File: src/hdl/slli_pkg.sv
// slli_pkg: shared types and constants for the sorted linked list insert block
// no dependencies; imported by every module of the block
`timescale 1ns / 1ps
`default_nettype none

package slli_pkg;

   // default sizing, handed to the top level parameters
   localparam int CAPACITY_DEF     = 64;
   localparam int KEY_BITS_DEF     = 32;
   localparam int PAYLOAD_BITS_DEF = 32;

   // fixed port field widths
   localparam int KEY_W     = 32;
   localparam int PAYLOAD_W = 32;
   localparam int SLOT_W    = 6;

   // request function codes
   localparam logic FUNC_INSERT = 1'b0;
   localparam logic FUNC_LIST   = 1'b1;

   // response status codes
   typedef enum logic [1:0] {
      STATUS_INSERTED = 2'd0,
      STATUS_FULL     = 2'd1,
      STATUS_ENTRY    = 2'd2,
      STATUS_EMPTY    = 2'd3
   } status_type;

   // sequencer states
   typedef enum logic [2:0] {
      ST_IDLE,
      ST_INS_WALK,
      ST_INS_NODE,
      ST_INS_LINK,
      ST_EMIT,
      ST_LST_WALK
   } state_type;

endpackage

`default_nettype wire

File: src/hdl/slli_key_cmp.sv
// slli_key_cmp: signed key compare unit shared by every step of the insert walk
// depends on slli_pkg
`timescale 1ns / 1ps
`default_nettype none

module slli_key_cmp import slli_pkg::*; #(
   parameter int KEY_BITS = KEY_BITS_DEF
) (
   input  wire logic signed [KEY_BITS-1:0] new_key,
   input  wire logic signed [KEY_BITS-1:0] node_key,
   output logic                            new_less
);

   // strictly less, so equal keys walk past and keep arrival order
   assign new_less = (new_key < node_key);

endmodule

`default_nettype wire

File: config.mk
export PLATFORM = sky130hd
export DESIGN_NAME = slli_key_cmp
export DESIGN_NICKNAME = d
export VERILOG_FILES = /design/src/hdl/slli_pkg.sv /design/src/hdl/slli_key_cmp.sv
export SDC_FILE = /design/constraint.sdc
export NUM_CORES = 1
export LEC_CHECK = 0
export ABC_AREA = 1
export BUFFER_PORTS_ARGS = -buffer_cell sky130_fd_sc_hd__buf_2
export CAP_MARGIN = 20
export CORE_AREA = 2 2 46 48
export DETAILED_ROUTE_END_ITERATION = 16
export DIE_AREA = 0 0 48 50
export GPL_ROUTABILITY_DRIVEN = 0
export PLACE_DENSITY = 0.94
export SLEW_MARGIN = 20
export SYNTH_ARGS = -nofsm -noshare
export SYNTH_HDL_FRONTEND = slang
export SYNTH_SLANG_ARGS = --single-unit
File: constraint.sdc
create_clock -name vclk -period 2.64
set_clock_uncertainty 0.15 [all_clocks]
set_input_delay 0.264 -clock vclk [all_inputs]
set_output_delay 0.264 -clock vclk [all_outputs]
set_load 0.02 [all_outputs]
==> results.md <==
- Fmax: 520.9 MHz
- Status: completed
- Largest family of logic cells by synthesized area: adder cells
- Area share of and/or/nand/nor cells after synthesis: 0.2045
- Register Area: 0 um2
- Routed WL: 1759 um
- Largest net degree at the start of global routing: 5
- Final Max Slew Viols: 0
- DP Cell Count: 227
- Final hold violations: 0
- FF+latch count: 0
- Yosys cell types: 17
- Critical path class: in2out
- Vias/cell: 4.467
- RSZ-0062 raised after global routing: no
- CTS resizes: 0
- Synth-to-Final Area Change: 42.84%
- Area contributors post-synth: ha_1 46%, inv_1 17%, nand2_1 13%
- Delay of the slowest critical-path stage: 300 ps
- Detail Route Antenna Nets: 0
- Power Density: 137.0 nW/um2
- Top cell type's share of synthesized area: 0.4627
- Most frequent CP cell: nand2_1
- Input/output buffers: 65
- Crit. End Element: output pin
- Pre-antenna DRT Iters: 3
- Hold Path Class: in2out
- Slowest CP cell: ha_1
- Nets: 297
- Mux share of post-synthesis cell area: 0
- Routing usage on met3: 0.007326
- CP startpoint kind: input pin
- Final Core Density: 0.6296
- DR DRC count: 0
- Max-Cap Viols: 0
- Commonest cells in the synthesized netlist: 38 x inv_1, 31 x ha_1, 29 x nand2_1, 14 x a21oi_1, 5 x nor2_1
- Maximum vdd drop: 0.07578 mV
- Adder-cell share of the synthesized area: 0.4627
- GRT Residual Overflow: 0
- Hold slack: 947.4 ps
- Relative slew slack: 0.8394
- 1st-iter DRT viols: 2
- Slew @ Worst Pin: 238.3 ps
- WL/cell: 7.749 um
- GR Util met2: 0.3178
- Vias in the first global route: 920
- Initial antenna violation count: 0
- Critical path's top delay family: simple AND/OR/NAND/NOR gates
- Core box area: 1902 um2
- # rows: 16
- Period utilization: 0.7272
- Share of cells above drive strength 1: 0.3650
- Xor and xnor area share after synthesis: 0
- Post-synthesis instance total: 135
- Initial core utilization: 0.4408
- Max FO, Critical Path: 2
- Final setup violating endpoints: 0
- Most Used Layer, Global Route: met2
- Syn_area_per_cell: 6.210 um2
- Syn nets: 230
- Sequential area share after synthesis: 0
- Mapped Area: 838.3 um2
- Critical Path, Cell by Cell: buf_2 > ha_1 > a21oi_1 > nor2_1 > nor3_2 > nand2_1 > nand2_1 > nand2_1 > nand2_1 > nand2_1 > nand2_1 > nand2_1 > buf_2
- N_diodes: 0
- Post-CTS Setup Bufs: 0
- Setup TNS: 0 ps
- Critical path arrival: 1510 ps
- Die Wd: 48 um
- Routed vias: 1014
- Ports: 65
- Yosys Warn Count: 0
- Met1 usage: 0.1652
- WP buf/inv: 2
- Post-CTS Hold Buffers: 0
- Clock buffer count: 0
- Die area: 2400 um2
- Final non-filler cell total: 227
- Global Route Usage Sum: 0.1563
- Leak Pwr: 0.8487 nW
- Top-count cell post-synth: inv_1
- Global-route wire length before repair: 3001 um
- Hpwl dp: 1743 um
- WP data required: 2230 ps
- Area leader, netlist: ha_1
- Minimum clock period: 1920 ps
- Die height: 50 um
- Synth Area in Compound Gates: 0.1537
==> layer usage <==
layer | wire, um | share of wire | vias up
met5 | 0 | 0 | -
met4 | 0 | 0 | 0
met3 | 130 | 0.074 | 0
met2 | 905 | 0.51 | 40
met1 | 723 | 0.41 | 417
li1 | - | - | 557
==> area by class of cell <==
| class | count | area [um2] |
|---|---|---|
| repair buffers | 65 | 325.3 |
| fillers | 195 | 704.4 |
| multi-input cells | 95 | 688.2 |
| well taps | 27 | 33.78 |
| inverters | 40 | 150.1 |
==> kinds of logic after synthesis <==
| group | Yosys count |
|---|---|
| simple gates | 41 |
| compound gates | 23 |
| buf+inv | 40 |
| fa+ha+maj | 31 |
==> worst min-delay path: cells and delay by family <==
family | cells | cell delay [ps]
buffers and inverters | 3 | 280
adders and majority gates | 1 | 190
and+or+nand+nor | 2 | 100
==> final timing paths <==
path / end / slack [ps] / cells past startpoint / from
hold / removal: new_less / 950 / 6 / new_key[31]
setup / recovery: new_less / 720 / 13 / new_key[5]
==> layout by cell type (no fill, tap or decap), drive strengths merged <==
| master | instances |
|---|---|
| a21o | 1 |
| a21oi | 16 |
| buf | 65 |
| ha | 31 |
| inv | 40 |
| nand2 | 30 |
| nand3 | 2 |
| nand4 | 1 |
| nor2 | 6 |
| nor3 | 2 |
| o21a | 1 |
| o21ai | 5 |
==> stage by stage <==
stage | worst slack [ps] | total power, mW | area, um2
6_report | 720.3 | 0.1641 | 1197
5_1_grt | 515.5 | 0.1976 | 1197
4_1_cts | 705.8 | 0.1684 | 1197
3_5_place_dp | 708.6 | 0.1672 | 1197
3_3_place_gp | 735.2 | 0.1610 | 1197
2_1_floorplan | 945.3 | 0.09922 | 838.3
==> where the power goes <==
part,switching [mW],internal (mW),total [mW],leakage [nW]
Combinational,0.0787,0.0854,0.164,0.849
Sequential,0,0,0,0
Clock,0,0,0,0
Total,0.0787,0.0854,0.164,0.849
(Power assumes the default switching activity.)
